### src/hw/rtl/assert_macros.svh
// Assertion macros shared by the raster core RTL.
`ifndef ASSERT_MACROS_SVH
`define ASSERT_MACROS_SVH

// Clocked implication check, disabled while reset is high.
`define ASSERT_CLK(label, clk, rst, prop, msg) \
   label: assert property (@(posedge clk) disable iff (rst) (prop)) else $error(msg);

// Condition that must never be seen at a clock edge outside reset.
`define ASSERT_NEVER(label, clk, rst, cond, msg) \
   label: assert property (@(posedge clk) disable iff (rst) !(cond)) else $error(msg);

`endif

### src/hw/rtl/bgr_pkg.sv
// Types, constants and helpers for the bilinear gradient raster core.
package bgr_pkg;

   localparam int COUNT_WIDTH     = 10;
   localparam int COUNTER_LIMIT   = 1024;
   localparam int SIZE_WIDTH      = 11;
   localparam int COLOR_WIDTH     = 24;
   localparam int CHAN_WIDTH      = 8;
   localparam int CSR_INDEX_WIDTH = 3;
   localparam int CSR_DATA_WIDTH  = 24;
   localparam int MIN_SIZE        = 2;

   typedef logic [COUNT_WIDTH-1:0]    count_type;
   typedef logic [SIZE_WIDTH-1:0]     size_type;
   typedef logic [COLOR_WIDTH-1:0]    color_type;
   typedef logic [CHAN_WIDTH-1:0]     chan_type;
   typedef logic [CSR_INDEX_WIDTH-1:0] csr_index_type;

   typedef enum logic [CSR_INDEX_WIDTH-1:0] {
      CSR_TOP_LEFT     = 3'd0,
      CSR_TOP_RIGHT    = 3'd1,
      CSR_BOTTOM_LEFT  = 3'd2,
      CSR_BOTTOM_RIGHT = 3'd3,
      CSR_FRAME_WIDTH  = 3'd4,
      CSR_FRAME_HEIGHT = 3'd5
   } csr_reg_type;

   typedef enum logic [1:0] {
      CHAN_RED,
      CHAN_GREEN,
      CHAN_BLUE
   } chan_sel_type;

   // One interpolation job: base + trunc((target - base) * num / den).
   typedef struct packed {
      chan_type  base;
      chan_type  target;
      count_type num;
      count_type den;
   } lerp_op_type;

   function automatic chan_type channel_of(color_type color, chan_sel_type sel);
      chan_type value;
      case (sel)
         CHAN_RED:   value = color[23:16];
         CHAN_GREEN: value = color[15:8];
         CHAN_BLUE:  value = color[7:0];
         default:    value = '0;
      endcase
      return value;
   endfunction

endpackage

### src/hw/rtl/bgr_channels.sv
// Request and response channel interfaces of the raster core.
interface bgr_req_if;
   logic valid;
   logic ready;
   logic restart;

   modport source (output valid, output restart, input ready);
   modport sink   (input valid, input restart, output ready);
endinterface

interface bgr_rsp_if;
   logic                          valid;
   logic                          ready;
   logic [bgr_pkg::COUNT_WIDTH-1:0] pixel_x;
   logic [bgr_pkg::COUNT_WIDTH-1:0] pixel_y;
   logic [bgr_pkg::CHAN_WIDTH-1:0]  red;
   logic [bgr_pkg::CHAN_WIDTH-1:0]  green;
   logic [bgr_pkg::CHAN_WIDTH-1:0]  blue;
   logic                          end_of_row;
   logic                          end_of_frame;

   modport source (output valid, output pixel_x, output pixel_y, output red, output green,
                   output blue, output end_of_row, output end_of_frame, input ready);
   modport sink   (input valid, input pixel_x, input pixel_y, input red, input green,
                   input blue, input end_of_row, input end_of_frame, output ready);
endinterface

### src/hw/rtl/bilinear_gradient_raster_core.sv
// Top level of the bilinear gradient raster core: registers, position and op sequencer.
//
// Each beat on req_port (valid/ready) asks for one pixel; restart=1 emits pixel 0,0
// and restarts the frame, restart=0 emits the next pixel in raster order. Each pixel
// comes back as one beat on rsp_port with its column, row, red, green, blue and the
// end_of_row / end_of_frame flags. Corner colors and frame size are written through
// csr_write_enable / csr_index / csr_write_data; the user must write them only while
// the core is idle, as the core itself does not enforce it. Color math runs as nine
// interpolations per pixel (left, right, blend per channel) on one shared
// multiply-divide unit; req_port is not ready until the pixel is done. The next
// request is taken in the cycle after the result enters the output register.
// If the receiver stalls, the finished pixel holds in the output register; a second
// finished pixel waits in the core until that slot is free.
// Reset (synchronous, active high) restores the default corner colors, a 640x480
// frame and position 0,0, and empties the output register.
module bilinear_gradient_raster_core #(
   parameter int MAX_WIDTH  = 1024,
   parameter int MAX_HEIGHT = 1024
) (
   input  logic                          clock,
   input  logic                          reset,
   bgr_req_if.sink                       req_port,
   bgr_rsp_if.source                     rsp_port,
   input  logic                          csr_write_enable,
   input  bgr_pkg::csr_index_type        csr_index,
   input  logic [bgr_pkg::CSR_DATA_WIDTH-1:0] csr_write_data
);
   import bgr_pkg::*;
   `include "assert_macros.svh"

   localparam int WIDTH_HI  = (MAX_WIDTH < COUNTER_LIMIT) ? MAX_WIDTH : COUNTER_LIMIT;
   localparam int HEIGHT_HI = (MAX_HEIGHT < COUNTER_LIMIT) ? MAX_HEIGHT : COUNTER_LIMIT;
   localparam size_type WIDTH_HI_S  = size_type'(WIDTH_HI);
   localparam size_type HEIGHT_HI_S = size_type'(HEIGHT_HI);
   localparam size_type MIN_SIZE_S  = size_type'(MIN_SIZE);

   typedef enum logic [1:0] {ST_IDLE, ST_CALC, ST_WAIT} state_type;
   typedef enum logic [1:0] {PART_LEFT, PART_RIGHT, PART_MIX} part_type;

   // Configuration registers
   color_type top_left_ff;
   color_type top_right_ff;
   color_type bottom_left_ff;
   color_type bottom_right_ff;
   size_type  frame_width_ff;
   size_type  frame_height_ff;

   // Sequencer and position state
   state_type    state_ff;
   part_type     part_ff;
   chan_sel_type chan_ff;
   logic         start_ff;
   count_type    col_ff;
   count_type    row_ff;
   count_type    cur_col_ff;
   count_type    cur_row_ff;
   logic         eor_ff;
   logic         eof_ff;
   count_type    wm1_ff;
   count_type    hm1_ff;
   chan_type     left_ff;
   chan_type     right_ff;
   chan_type     red_ff;
   chan_type     green_ff;
   chan_type     blue_ff;

   // Output register
   logic      rsp_valid_ff;
   count_type rsp_x_ff;
   count_type rsp_y_ff;
   chan_type  rsp_red_ff;
   chan_type  rsp_green_ff;
   chan_type  rsp_blue_ff;
   logic      rsp_eor_ff;
   logic      rsp_eof_ff;

   size_type    w_eff;
   size_type    h_eff;
   count_type   wm1;
   count_type   hm1;
   count_type   col0;
   count_type   row0;
   count_type   col1;
   count_type   row_wrap;
   count_type   row1;
   logic        eor;
   logic        eof;
   count_type   col_in;
   count_type   row_in;
   logic        req_accept;
   logic        lerp_done;
   chan_type    lerp_result;
   lerp_op_type lerp_op;

   always_ff @(posedge clock) begin
      if (reset) begin
         top_left_ff     <= 24'hFF0000;
         top_right_ff    <= 24'h0000FF;
         bottom_left_ff  <= 24'h00FF00;
         bottom_right_ff <= 24'hFFFF00;
         frame_width_ff  <= 11'd640;
         frame_height_ff <= 11'd480;
      end else if (csr_write_enable) begin
         case (csr_index)
            CSR_TOP_LEFT:     top_left_ff     <= csr_write_data;
            CSR_TOP_RIGHT:    top_right_ff    <= csr_write_data;
            CSR_BOTTOM_LEFT:  bottom_left_ff  <= csr_write_data;
            CSR_BOTTOM_RIGHT: bottom_right_ff <= csr_write_data;
            CSR_FRAME_WIDTH:  frame_width_ff  <= csr_write_data[SIZE_WIDTH-1:0];
            CSR_FRAME_HEIGHT: frame_height_ff <= csr_write_data[SIZE_WIDTH-1:0];
            default: ;
         endcase
      end
   end

   // Clamp the frame size and find the position of this pixel.
   always_comb begin
      if (frame_width_ff < MIN_SIZE_S)       w_eff = MIN_SIZE_S;
      else if (frame_width_ff > WIDTH_HI_S)  w_eff = WIDTH_HI_S;
      else                                   w_eff = frame_width_ff;
      if (frame_height_ff < MIN_SIZE_S)      h_eff = MIN_SIZE_S;
      else if (frame_height_ff > HEIGHT_HI_S) h_eff = HEIGHT_HI_S;
      else                                   h_eff = frame_height_ff;
      wm1 = count_type'(w_eff - 11'd1);
      hm1 = count_type'(h_eff - 11'd1);

      col0 = req_port.restart ? '0 : col_ff;
      row0 = req_port.restart ? '0 : row_ff;
      // Frame may have shrunk: move to the next row, then wrap the row.
      if ({1'b0, col0} >= w_eff) begin
         col1     = '0;
         row_wrap = row0 + 10'd1;
      end else begin
         col1     = col0;
         row_wrap = row0;
      end
      row1 = ({1'b0, row_wrap} >= h_eff) ? '0 : row_wrap;

      eor = (col1 == wm1);
      eof = eor && (row1 == hm1);
      if (eor) begin
         col_in = '0;
         row_in = eof ? '0 : (row1 + 10'd1);
      end else begin
         col_in = col1 + 10'd1;
         row_in = row1;
      end
   end

   assign req_port.ready = (state_ff == ST_IDLE);
   assign req_accept     = req_port.valid && (state_ff == ST_IDLE);

   always_comb begin
      case (part_ff)
         PART_LEFT: begin
            lerp_op.base   = channel_of(top_left_ff, chan_ff);
            lerp_op.target = channel_of(bottom_left_ff, chan_ff);
            lerp_op.num    = cur_row_ff;
            lerp_op.den    = hm1_ff;
         end
         PART_RIGHT: begin
            lerp_op.base   = channel_of(top_right_ff, chan_ff);
            lerp_op.target = channel_of(bottom_right_ff, chan_ff);
            lerp_op.num    = cur_row_ff;
            lerp_op.den    = hm1_ff;
         end
         PART_MIX: begin
            lerp_op.base   = left_ff;
            lerp_op.target = right_ff;
            lerp_op.num    = cur_col_ff;
            lerp_op.den    = wm1_ff;
         end
         default: begin
            lerp_op.base   = '0;
            lerp_op.target = '0;
            lerp_op.num    = '0;
            lerp_op.den    = wm1_ff;
         end
      endcase
   end

   bgr_lerp_unit u_lerp (
      .clock  (clock),
      .reset  (reset),
      .start  (start_ff),
      .op     (lerp_op),
      .done   (lerp_done),
      .result (lerp_result)
   );

   always_ff @(posedge clock) begin
      if (reset) begin
         state_ff     <= ST_IDLE;
         part_ff      <= PART_LEFT;
         chan_ff      <= CHAN_RED;
         start_ff     <= 1'b0;
         col_ff       <= '0;
         row_ff       <= '0;
         rsp_valid_ff <= 1'b0;
      end else begin
         start_ff <= 1'b0;
         if (rsp_port.ready) begin
            rsp_valid_ff <= 1'b0;
         end
         case (state_ff)
            ST_IDLE: begin
               if (req_accept) begin
                  col_ff     <= col_in;
                  row_ff     <= row_in;
                  cur_col_ff <= col1;
                  cur_row_ff <= row1;
                  eor_ff     <= eor;
                  eof_ff     <= eof;
                  wm1_ff     <= wm1;
                  hm1_ff     <= hm1;
                  part_ff    <= PART_LEFT;
                  chan_ff    <= CHAN_RED;
                  start_ff   <= 1'b1;
                  state_ff   <= ST_CALC;
               end
            end
            ST_CALC: begin
               if (lerp_done) begin
                  case (part_ff)
                     PART_LEFT: begin
                        left_ff  <= lerp_result;
                        part_ff  <= PART_RIGHT;
                        start_ff <= 1'b1;
                     end
                     PART_RIGHT: begin
                        right_ff <= lerp_result;
                        part_ff  <= PART_MIX;
                        start_ff <= 1'b1;
                     end
                     default: begin
                        case (chan_ff)
                           CHAN_RED: begin
                              red_ff   <= lerp_result;
                              chan_ff  <= CHAN_GREEN;
                              part_ff  <= PART_LEFT;
                              start_ff <= 1'b1;
                           end
                           CHAN_GREEN: begin
                              green_ff <= lerp_result;
                              chan_ff  <= CHAN_BLUE;
                              part_ff  <= PART_LEFT;
                              start_ff <= 1'b1;
                           end
                           default: begin
                              blue_ff  <= lerp_result;
                              state_ff <= ST_WAIT;
                           end
                        endcase
                     end
                  endcase
               end
            end
            ST_WAIT: begin
               // Hold the pixel until the output register is free.
               if (!rsp_valid_ff || rsp_port.ready) begin
                  rsp_valid_ff <= 1'b1;
                  rsp_x_ff     <= cur_col_ff;
                  rsp_y_ff     <= cur_row_ff;
                  rsp_red_ff   <= red_ff;
                  rsp_green_ff <= green_ff;
                  rsp_blue_ff  <= blue_ff;
                  rsp_eor_ff   <= eor_ff;
                  rsp_eof_ff   <= eof_ff;
                  state_ff     <= ST_IDLE;
               end
            end
            default: state_ff <= ST_IDLE;
         endcase
      end
   end

   assign rsp_port.valid        = rsp_valid_ff;
   assign rsp_port.pixel_x      = rsp_x_ff;
   assign rsp_port.pixel_y      = rsp_y_ff;
   assign rsp_port.red          = rsp_red_ff;
   assign rsp_port.green        = rsp_green_ff;
   assign rsp_port.blue         = rsp_blue_ff;
   assign rsp_port.end_of_row   = rsp_eor_ff;
   assign rsp_port.end_of_frame = rsp_eof_ff;

   `ASSERT_CLK(a_start_in_calc, clock, reset, start_ff |-> (state_ff == ST_CALC),
      "interpolation started outside a pixel")
   `ASSERT_CLK(a_pos_in_frame, clock, reset,
      (state_ff == ST_CALC) |-> ((cur_col_ff <= wm1_ff) && (cur_row_ff <= hm1_ff)),
      "pixel position outside the frame")
   `ASSERT_NEVER(a_eof_without_eor, clock, reset, rsp_valid_ff && rsp_eof_ff && !rsp_eor_ff,
      "end of frame flagged off the end of a row")
endmodule

### src/hw/rtl/bgr_lerp_unit.sv
// Shared interpolation unit: multiply, then radix-4 restoring divide.
module bgr_lerp_unit (
   input  logic                 clock,
   input  logic                 reset,
   input  logic                 start,
   input  bgr_pkg::lerp_op_type op,
   output logic                 done,
   output bgr_pkg::chan_type    result
);
   import bgr_pkg::*;
   `include "assert_macros.svh"

   typedef enum logic {ST_IDLE, ST_RUN} state_type;

   state_type   state_ff;
   logic [1:0]  step_ff;
   count_type   rem_ff;
   chan_type    bits_ff;
   logic        neg_ff;
   chan_type    base_ff;
   count_type   den_ff;
   logic        done_ff;
   chan_type    result_ff;

   logic signed [8:0]  diff;
   logic signed [10:0] num_s;
   logic signed [19:0] prod;
   logic [19:0]        mag_full;
   logic [17:0]        mag;
   logic [10:0]        trial1;
   logic [10:0]        trial2;
   logic               ge1;
   logic               ge2;
   count_type          rem1;
   count_type          rem2;
   chan_type           bits_in;
   logic [9:0]         quot_s;
   logic [9:0]         sum;
   chan_type           result_in;

   assign diff     = $signed({1'b0, op.target}) - $signed({1'b0, op.base});
   assign num_s    = $signed({1'b0, op.num});
   assign prod     = diff * num_s;
   assign mag_full = prod[19] ? 20'(-prod) : 20'(prod);
   assign mag      = mag_full[17:0];

   // Two quotient bits per cycle; remainder stays below the divisor.
   assign trial1  = {rem_ff, bits_ff[7]};
   assign ge1     = trial1 >= {1'b0, den_ff};
   assign rem1    = ge1 ? count_type'(trial1 - {1'b0, den_ff}) : trial1[9:0];
   assign trial2  = {rem1, bits_ff[6]};
   assign ge2     = trial2 >= {1'b0, den_ff};
   assign rem2    = ge2 ? count_type'(trial2 - {1'b0, den_ff}) : trial2[9:0];
   assign bits_in = {bits_ff[5:0], ge1, ge2};

   assign quot_s    = neg_ff ? 10'(-{2'b00, bits_in}) : {2'b00, bits_in};
   assign sum       = {2'b00, base_ff} + quot_s;
   assign result_in = sum[7:0];

   always_ff @(posedge clock) begin
      if (reset) begin
         state_ff <= ST_IDLE;
         step_ff  <= '0;
         done_ff  <= 1'b0;
      end else begin
         done_ff <= 1'b0;
         case (state_ff)
            ST_IDLE: begin
               if (start) begin
                  // Quotient fits 8 bits, so the top bits start as the remainder.
                  rem_ff   <= mag[17:8];
                  bits_ff  <= mag[7:0];
                  neg_ff   <= prod[19];
                  base_ff  <= op.base;
                  den_ff   <= op.den;
                  step_ff  <= '0;
                  state_ff <= ST_RUN;
               end
            end
            ST_RUN: begin
               rem_ff  <= rem2;
               bits_ff <= bits_in;
               step_ff <= step_ff + 2'd1;
               if (step_ff == 2'd3) begin
                  result_ff <= result_in;
                  done_ff   <= 1'b1;
                  state_ff  <= ST_IDLE;
               end
            end
            default: state_ff <= ST_IDLE;
         endcase
      end
   end

   assign done   = done_ff;
   assign result = result_ff;

   `ASSERT_CLK(a_rem_below_den, clock, reset, (state_ff == ST_RUN) |-> (rem_ff < den_ff),
      "lerp unit remainder not below divisor")
   `ASSERT_CLK(a_done_after_run, clock, reset, done_ff |-> $past(state_ff == ST_RUN),
      "lerp unit done without a divide")
endmodule
### src/flat_wrapper.sv
// flat-port wrapper written by rule: the top's interface ports become plain ports
module bilinear_gradient_raster_core_flat import bgr_pkg::*;
#(
   parameter int MAX_WIDTH  = 1024,
   parameter int MAX_HEIGHT = 1024
)
  (clock, reset, csr_write_enable, csr_index, csr_write_data, req_port_valid, req_port_restart, req_port_ready, rsp_port_valid, rsp_port_pixel_x, rsp_port_pixel_y, rsp_port_red, rsp_port_green, rsp_port_blue, rsp_port_end_of_row, rsp_port_end_of_frame, rsp_port_ready);
  bgr_req_if req_port_i ();
  bgr_rsp_if rsp_port_i ();
  input  logic clock;
  input  logic reset;
  input  logic csr_write_enable;
  input  bgr_pkg::csr_index_type csr_index;
  input  logic [bgr_pkg::CSR_DATA_WIDTH-1:0] csr_write_data;
  input wire logic [$bits(req_port_i.valid)-1:0] req_port_valid;
  input wire logic [$bits(req_port_i.restart)-1:0] req_port_restart;
  output wire logic [$bits(req_port_i.ready)-1:0] req_port_ready;
  output wire logic [$bits(rsp_port_i.valid)-1:0] rsp_port_valid;
  output wire logic [$bits(rsp_port_i.pixel_x)-1:0] rsp_port_pixel_x;
  output wire logic [$bits(rsp_port_i.pixel_y)-1:0] rsp_port_pixel_y;
  output wire logic [$bits(rsp_port_i.red)-1:0] rsp_port_red;
  output wire logic [$bits(rsp_port_i.green)-1:0] rsp_port_green;
  output wire logic [$bits(rsp_port_i.blue)-1:0] rsp_port_blue;
  output wire logic [$bits(rsp_port_i.end_of_row)-1:0] rsp_port_end_of_row;
  output wire logic [$bits(rsp_port_i.end_of_frame)-1:0] rsp_port_end_of_frame;
  input wire logic [$bits(rsp_port_i.ready)-1:0] rsp_port_ready;
  assign req_port_i.valid = req_port_valid;
  assign req_port_i.restart = req_port_restart;
  assign req_port_ready = req_port_i.ready;
  assign rsp_port_valid = rsp_port_i.valid;
  assign rsp_port_pixel_x = rsp_port_i.pixel_x;
  assign rsp_port_pixel_y = rsp_port_i.pixel_y;
  assign rsp_port_red = rsp_port_i.red;
  assign rsp_port_green = rsp_port_i.green;
  assign rsp_port_blue = rsp_port_i.blue;
  assign rsp_port_end_of_row = rsp_port_i.end_of_row;
  assign rsp_port_end_of_frame = rsp_port_i.end_of_frame;
  assign rsp_port_i.ready = rsp_port_ready;
  bilinear_gradient_raster_core #(.MAX_WIDTH(MAX_WIDTH), .MAX_HEIGHT(MAX_HEIGHT)) u_core (.clock(clock), .reset(reset), .req_port(req_port_i), .rsp_port(rsp_port_i), .csr_write_enable(csr_write_enable), .csr_index(csr_index), .csr_write_data(csr_write_data));
endmodule
### config.mk
export PLATFORM = sky130hd
export DESIGN_NAME = bilinear_gradient_raster_core_flat
export DESIGN_NICKNAME = d
export VERILOG_FILES = /design/src/hw/rtl/bgr_pkg.sv /design/src/hw/rtl/bgr_channels.sv /design/src/hw/rtl/bilinear_gradient_raster_core.sv /design/src/hw/rtl/bgr_lerp_unit.sv /design/src/flat_wrapper.sv
export VERILOG_INCLUDE_DIRS = /design/src /design/src/hw/rtl
export SDC_FILE = /design/constraint.sdc
export NUM_CORES = 1
export LEC_CHECK = 0
export BUFFER_PORTS_ARGS = -buffer_cell sky130_fd_sc_hd__buf_2
export CAP_MARGIN = 25
export CORE_ASPECT_RATIO = 1.4
export CORE_MARGIN = 2
export CORE_UTILIZATION = 60
export DETAILED_ROUTE_END_ITERATION = 6
export PLACE_DENSITY = 0.74
export SLEW_MARGIN = 20
export SYNTH_ARGS = -nofsm -noshare
export SYNTH_HDL_FRONTEND = slang
export SYNTH_SLANG_ARGS = --single-unit
### constraint.sdc
create_clock -name clock -period 10.82 [get_ports clock]
set_input_delay 0.541 -clock clock [delete_from_list [all_inputs] [get_ports clock]]
set_output_delay 0.541 -clock clock [all_outputs]
set_load 0.05 [all_outputs]
Word-level counts from Yosys, hierarchy flattened
Index checks and enable logic that the tools add are counted.

Output and inout bits: 48. Word-level logic and storage cells: 173. Register bits after elaboration: 323.

Bitwise gates (word level): 4. Mux-type cells: 54. Add/sub/neg operators: 12. Equal/unequal tests: 22. Multipliers: 1. Magnitude comparators: 8. Reduce and logical (&&, ||, !) cells: 32.

Operator list (count): $mux W10 (11); $pmux W36 S3 (1); $pmux W8 S3 (4); $mux W11 (4); $add A10 B1 Y10 const B (3); $reduce_and A5 Y1 (5); $ge A10 B11 Y1 (2); $ge A11 B10 Y1 (2); $gt A11 B11 Y1 const B (2); $lt A11 B2 Y1 const B (2); $mux W2 (11); $eq A10 B10 Y1 (2); $mul A9 B11 Y20 (1); $pmux W10 S2 (1); $pmux W2 S2 (5); $sub A10 B1 Y10 const B (2); $sub A10 B10 Y10 (2); $mux W18 (1); $neg A18 Y18 (1); $mux W8 (2); $pmux W8 S2 (1); $reduce_and A2 Y1 (8); $reduce_and A3 Y1 (4); $reduce_and A4 Y1 (3); other kinds (24) (53).

Longest topological paths before layout
Depth in word-level cells: 11. Gate-level depth with buffers: 40.

Cells and area by module
Synthesis repeated with hierarchy kept, for this count alone.

Cells, all modules: 2096. Area total of the unflattened synthesis: 19856.5 µm².

Modules (own cells, without submodules): bilinear_gradient_raster_core (cells each 1363, sequential area each 6766.5 µm², area an instance 12841.1 µm², instances 1); bgr_lerp_unit (cells each 733, sequential area each 1431.4 µm², area an instance 7015.5 µm², instances 1).

Least setup slack after synthesis
OpenSTA, ideal clock, no wires.

Kind: flip-flop to flip-flop. From: register u_core.part_ff[1]. To: register u_core.u_lerp.bits_ff[6], data pin. Path buffers: 5. Setup slack: 1.957 ns. Stages on the path, launching flop included: 39. Arrival: 8.599 ns. Setup time: 0.264 ns. Required time: 10.556 ns. Path through: dfxtp_1 > clkbuf_1 > nor2b_1 > clkbuf_1 > clkbuf_1 > clkbuf_1 > nand2_1 > o21ai_0 > ha_1 > nor2b_1 > o21ai_0 > nand2b_1 > a21o_1 > a21o_1 > a21o_1 > a21oi_1 > xor2_1 > or2_2 > [3 not listed] > fa_1 > fa_1 > inv_1 > fa_1 > inv_1 > ha_1 > a21oi_2 > o21bai_1 > a2111o_1 > a31oi_2 > o21ai_1 > a221o_1 > xnor2_2 > inv_2 > buf_6 > o41ai_2 > xor2_1 > o21ai_1.

RTL lines: start: declaration (line bilinear_gradient_raster_core.sv:50) `part_type part_ff;`; start signal: assignment (line bilinear_gradient_raster_core.sv:194) `part_ff <= PART_LEFT;`; start signal: assignment (line bilinear_gradient_raster_core.sv:216) `part_ff <= PART_LEFT;`; start signal: assignment (line bilinear_gradient_raster_core.sv:227) `part_ff <= PART_RIGHT;`; $eq A2 B2 Y1 (tied with other cells) (line bilinear_gradient_raster_core.sv:154) `case (part_ff)`; $pmux W36 S3 * (line bilinear_gradient_raster_core.sv:154); $sub A8 B8 Y9 (line bgr_lerp_unit.sv:41) `assign diff = $signed({1'b0, op.target}) - $signed({1'b0, op.base});`; $mul A9 B11 Y20 * (line bgr_lerp_unit.sv:43) `assign prod = diff * num_s;`; named net u_core.u_lerp.prod[19] (line bgr_lerp_unit.sv:27) `logic signed [19:0] prod;`; $mux W18 * (line bgr_lerp_unit.sv:44) `assign mag_full = prod[19] ? 20'(-prod) : 20'(prod);`; $mux W8 * (line bgr_lerp_unit.sv:69) `if (start) begin`; $pmux W8 S2 * (line bgr_lerp_unit.sv:67) `case (state_ff)`; end signal: assignment (line bgr_lerp_unit.sv:72) `bits_ff <= mag[7:0];`; end signal: assignment (line bgr_lerp_unit.sv:82) `bits_ff <= bits_in;`; end: declaration (line bgr_lerp_unit.sv:18) `chan_type bits_ff;`.

The timed path passes the listed nets; every way through them passes the cells marked *. The select of a mux whose other input is x is not followed. A chain may end at the register's enable or synchronous reset.

Worst setup path after layout
From: register u_core.chan_ff[1]. To: register u_core.u_lerp.rem_ff[6], data pin.

Word-level cells in the longest chain between the ends: 9.

RTL lines: start: declaration (line bilinear_gradient_raster_core.sv:51) `chan_sel_type chan_ff;`; start signal: assignment (line bilinear_gradient_raster_core.sv:195) `chan_ff <= CHAN_RED;`; start signal: assignment (line bilinear_gradient_raster_core.sv:217) `chan_ff <= CHAN_RED;`; start signal: assignment (line bilinear_gradient_raster_core.sv:239) `chan_ff <= CHAN_GREEN;`; $eq A2 B2 Y1 (tied with other cells) (line bgr_pkg.sv:44) `case (sel)`; $pmux W8 S3 (line bgr_pkg.sv:44); $pmux W36 S3 * (line bilinear_gradient_raster_core.sv:154); $sub A8 B8 Y9 * (line bgr_lerp_unit.sv:41); $mul A9 B11 Y20 * (line bgr_lerp_unit.sv:43); $neg A18 Y18 (line bgr_lerp_unit.sv:44); $mux W18 * (line bgr_lerp_unit.sv:44); $mux W10 * (line bgr_lerp_unit.sv:69); $pmux W10 S2 * (line bgr_lerp_unit.sv:67); end signal: assignment (line bgr_lerp_unit.sv:71) `rem_ff <= mag[17:8];`; end signal: assignment (line bgr_lerp_unit.sv:81) `rem_ff <= rem2;`; end: declaration (line bgr_lerp_unit.sv:17) `count_type rem_ff;`.

Every way passes the cells marked *; elsewhere a longest branch is shown, timed or not. The select of a mux whose other input is x is not followed.

==> metrics.yaml <==
period_needed_ns: 9.50
place.detailed.hpwl_mm: 35.3
crit_path_top_delay_cell: "xnor2_1"
initial_cell_density_of_the_core_pct: 60.5
cts_root_buffer: "clkbuf_16"
die-width_um: 156
leakage_nw: 8.50
postSynthNetCount: 2282
cellPowerDensity_mw_per_mm2: 143
postRouteWirelength_mm: 48.1
synth.top_cells.by_area: "edfxtp_1 27%, dfxtp_1 15%, ha_1 7.6%, nand2_1 7.2%, fa_1 6.3%"
layout-drive-gt1-share_pct: 11.2
clk_pin_slew_ns: 0.07
drt_pass1_iterations: 6
drv.max_cap_violation_count: 0
clock_skew_ns: 0.0183
design.portCount: 81
drc: 0
max_freq_ghz: 0.105
cts_max_level: 1
synth-warning-count: 0
grt_max_degree: 83
crit_path_largest_cell_delay_ns: 0.64
slew_headroom_pct: 34.8
numPlacedInstances: 2481
netlist_area_mm2: 0.0195
post-layout-total-power_mw: 3.05
timing.critical_path.required_ns: 11.14
clk-insertion-delay-late_ns: 0.58
synth_top_area_share_pct: 26.7
wire_length_of_the_first_global_routing_pass_mm: 77.1
portBuffers: 80
floorplan.die_area_mm2: 0.0339
number_of_enable_type_register_cells_in_the_synthesized_netlist: 173
finalSetupTns_ns: 0
die_height_um: 217
crit_fanout: 53
setup_viol: 0
antenna_found_initial: 0
grt-ovfl-total: 0
cts_resized: 0
mostFrequentLayoutCells: "374 x nand2_1, 173 x edfxtp_1, 149 x dfxtp_1"
design.core.area_mm2: 0.0322
synthFlopType: "edfxtp_1"
stdcell_count: 2539
global_route.usage.total_pct: 28.7
cts_max_path_buffers: 3
ant_nets: 0
ys_seq_elements: 323
clock_tree_from_tritoncts: "done"
routed-via-count: 15000
numCtsBuffers: 30
syn_area_per_cell_um2: 9.41
syn-instance-count: 2070
grt_pass1_vias: 14700
post_synth_num_cell_types: 84
wl_per_cell_um: 18.9
layout.cells.most_common: "nand2_1"
timing_worst_slew_pin_value_ns: 0.974
n_antenna_cell: 0
start_kind: "flip-flop"
period_share_pct: 87.8
detail_route.iter0.violations: 1230
core.rowCount: 78
hold_path.class: "input pin to flip-flop"
timing.critical_path.mode_cell: "fa_1"
post_drt_via_cell_ratio: 5.92
run_status: "finished, final reports clean"
postCtsSetupBuffers: 0
rsz0062_at_grt: "no"
area_growth_pct: 9.38
final_nets: 2327
final-max-slew-violation-count: 0
arrival_ns: 9.82
yosysTopAreaCell: "edfxtp_1"
async_flop_share_pct: 0
clkSinkCount: 323
post_cts_hold_buffer_count: 0
crit_path_end_kind: "flip-flop"
timing_worst_setup_path_type: "flip-flop to flip-flop"
ir_drop_v: 0.000148
place.gp.congestion: 0.905
yosysSeqAreaShare_pct: 42.1
count_of_final_hold_check_violations: 0
==> worst paths after layout <==
| kind | startpoint | slack [ns] | depth (start not counted) | to |
|---|---|---|---|---|
| setup / recovery | u_core.chan_ff[1]$_SDFFE_PP0P_ | 1.32 | 33 | u_core.u_lerp.rem_ff[6]$_DFFE_PP_ |
| hold / removal | csr_write_data[18] | 0.22 | 3 | u_core.top_left_ff[18]$_SDFFE_PP1P_ |
| setup reg to reg | u_core.chan_ff[1]$_SDFFE_PP0P_ | 1.32 | 33 | u_core.u_lerp.rem_ff[6]$_DFFE_PP_ |
| hold reg to reg | u_core.red_ff[4]$_DFFE_PP_ | 0.42 | 0 | u_core.rsp_port.red[4]$_DFFE_PP_ |
==> metal layers <==
metal  routed length, um  vias up  share of wire (%)  global-route usage [%]
met5                   0        -                  0                       0
met4                1950        0                4.1                    11.8
met3                2360      103                4.9                    2.97
met2               24300      469                 51                    50.0
met1               19500     7231                 41                    36.4
li1                    -     7216                  -                       -
==> critical path, delay by kind of cell, from the launching register on <==
family | cells | cell delay [ns]
AND/OR/NAND/NOR | 4 | 0.71
buffers and inverters | 5 | 0.93
flip-flops | 1 | 0.33
adder cells (fa/ha/maj) | 7 | 3.20
XOR/XNOR | 3 | 1.13
multiplexers | 2 | 0.37
AO/OA/AOI/OAI | 12 | 2.48
==> kinds of logic (layout without fill, tap and decap cells) <==
logic type      Yosys count  in the layout  synth area share (%)
compound gates          378            378                  11.9
xor+xnor                 89             89                  4.04
fa+ha+maj               179            179                  13.8
buf+inv                 224            293                  4.43
flops                   323            323                  42.1
mux                      66             66                  3.51
simple gates            811            811                  20.2
==> flip-flops by register name (all words and copies together), names as in the netlist, 11 cells and up <==
name / count
u_core.frame_height_ff: 11
u_core.bottom_right_ff: 24
u_core.frame_width_ff: 11
u_core.bottom_left_ff: 24
u_core.top_right_ff: 24
u_core.top_left_ff: 24
==> where the power goes <==
| part | internal (mW) | switching (mW) | total (mW) |
|---|---|---|---|
| Combinational | 0.246 | 0.362 | 0.608 |
| Sequential | 1.33 | 0.0217 | 1.35 |
| Clock | 0.615 | 0.475 | 1.09 |
==> final cells by class <==
class | instances | area (um2)
Tap cell | 400 | 500
Sequential cell | 323 | 8200
Inverter | 128 | 480
Timing Repair Buffer | 109 | 644
Multi-Input combinational cell | 1523 | 10500
Clock inverter | 23 | 245
Fill cell | 2671 | 10900
Clock buffer | 33 | 772
==> through the flow <==
stage | util, % | worst slack [ns] | instance area, um2 | hold WS, ns
after floorplan | - | 1.96 | 19500 | 0.400
after global placement | 62.8 | 1.44 | 20200 | 0.403
after detailed placement | 62.9 | 1.46 | 20300 | 0.405
after CTS | 66.0 | 1.42 | 21300 | 0.202
after global routing | 66.2 | 0.829 | 21300 | 0.211
final | 66.2 | 1.32 | 21300 | 0.217
==> synthesized netlist by cell type, drive strengths merged, types with 4 or more instances <==
cell,number
xor2,29
nor4,10
xnor2,60
dfxtp,150
o31ai,5
a211oi,10
nor3b,13
o22ai,20
nand3b,49
o21ai,94
ha,118
a2111oi,4
a21oi,145
clkbuf,83
a31oi,5
nand4,11
nand3,25
o211ai,17
edfxtp,173
or2,36
o21a,13
and3,14
buf,13
inv,127
nor2,122
nand2,378
mux2i,48
or3,6
o41ai,4
a21o,19
o21bai,7
nor2b,45
nor3,25
mux2,18
a21boi,6
nand2b,38
fa,61
and2,22
Power figures use the tool's default switching activity.
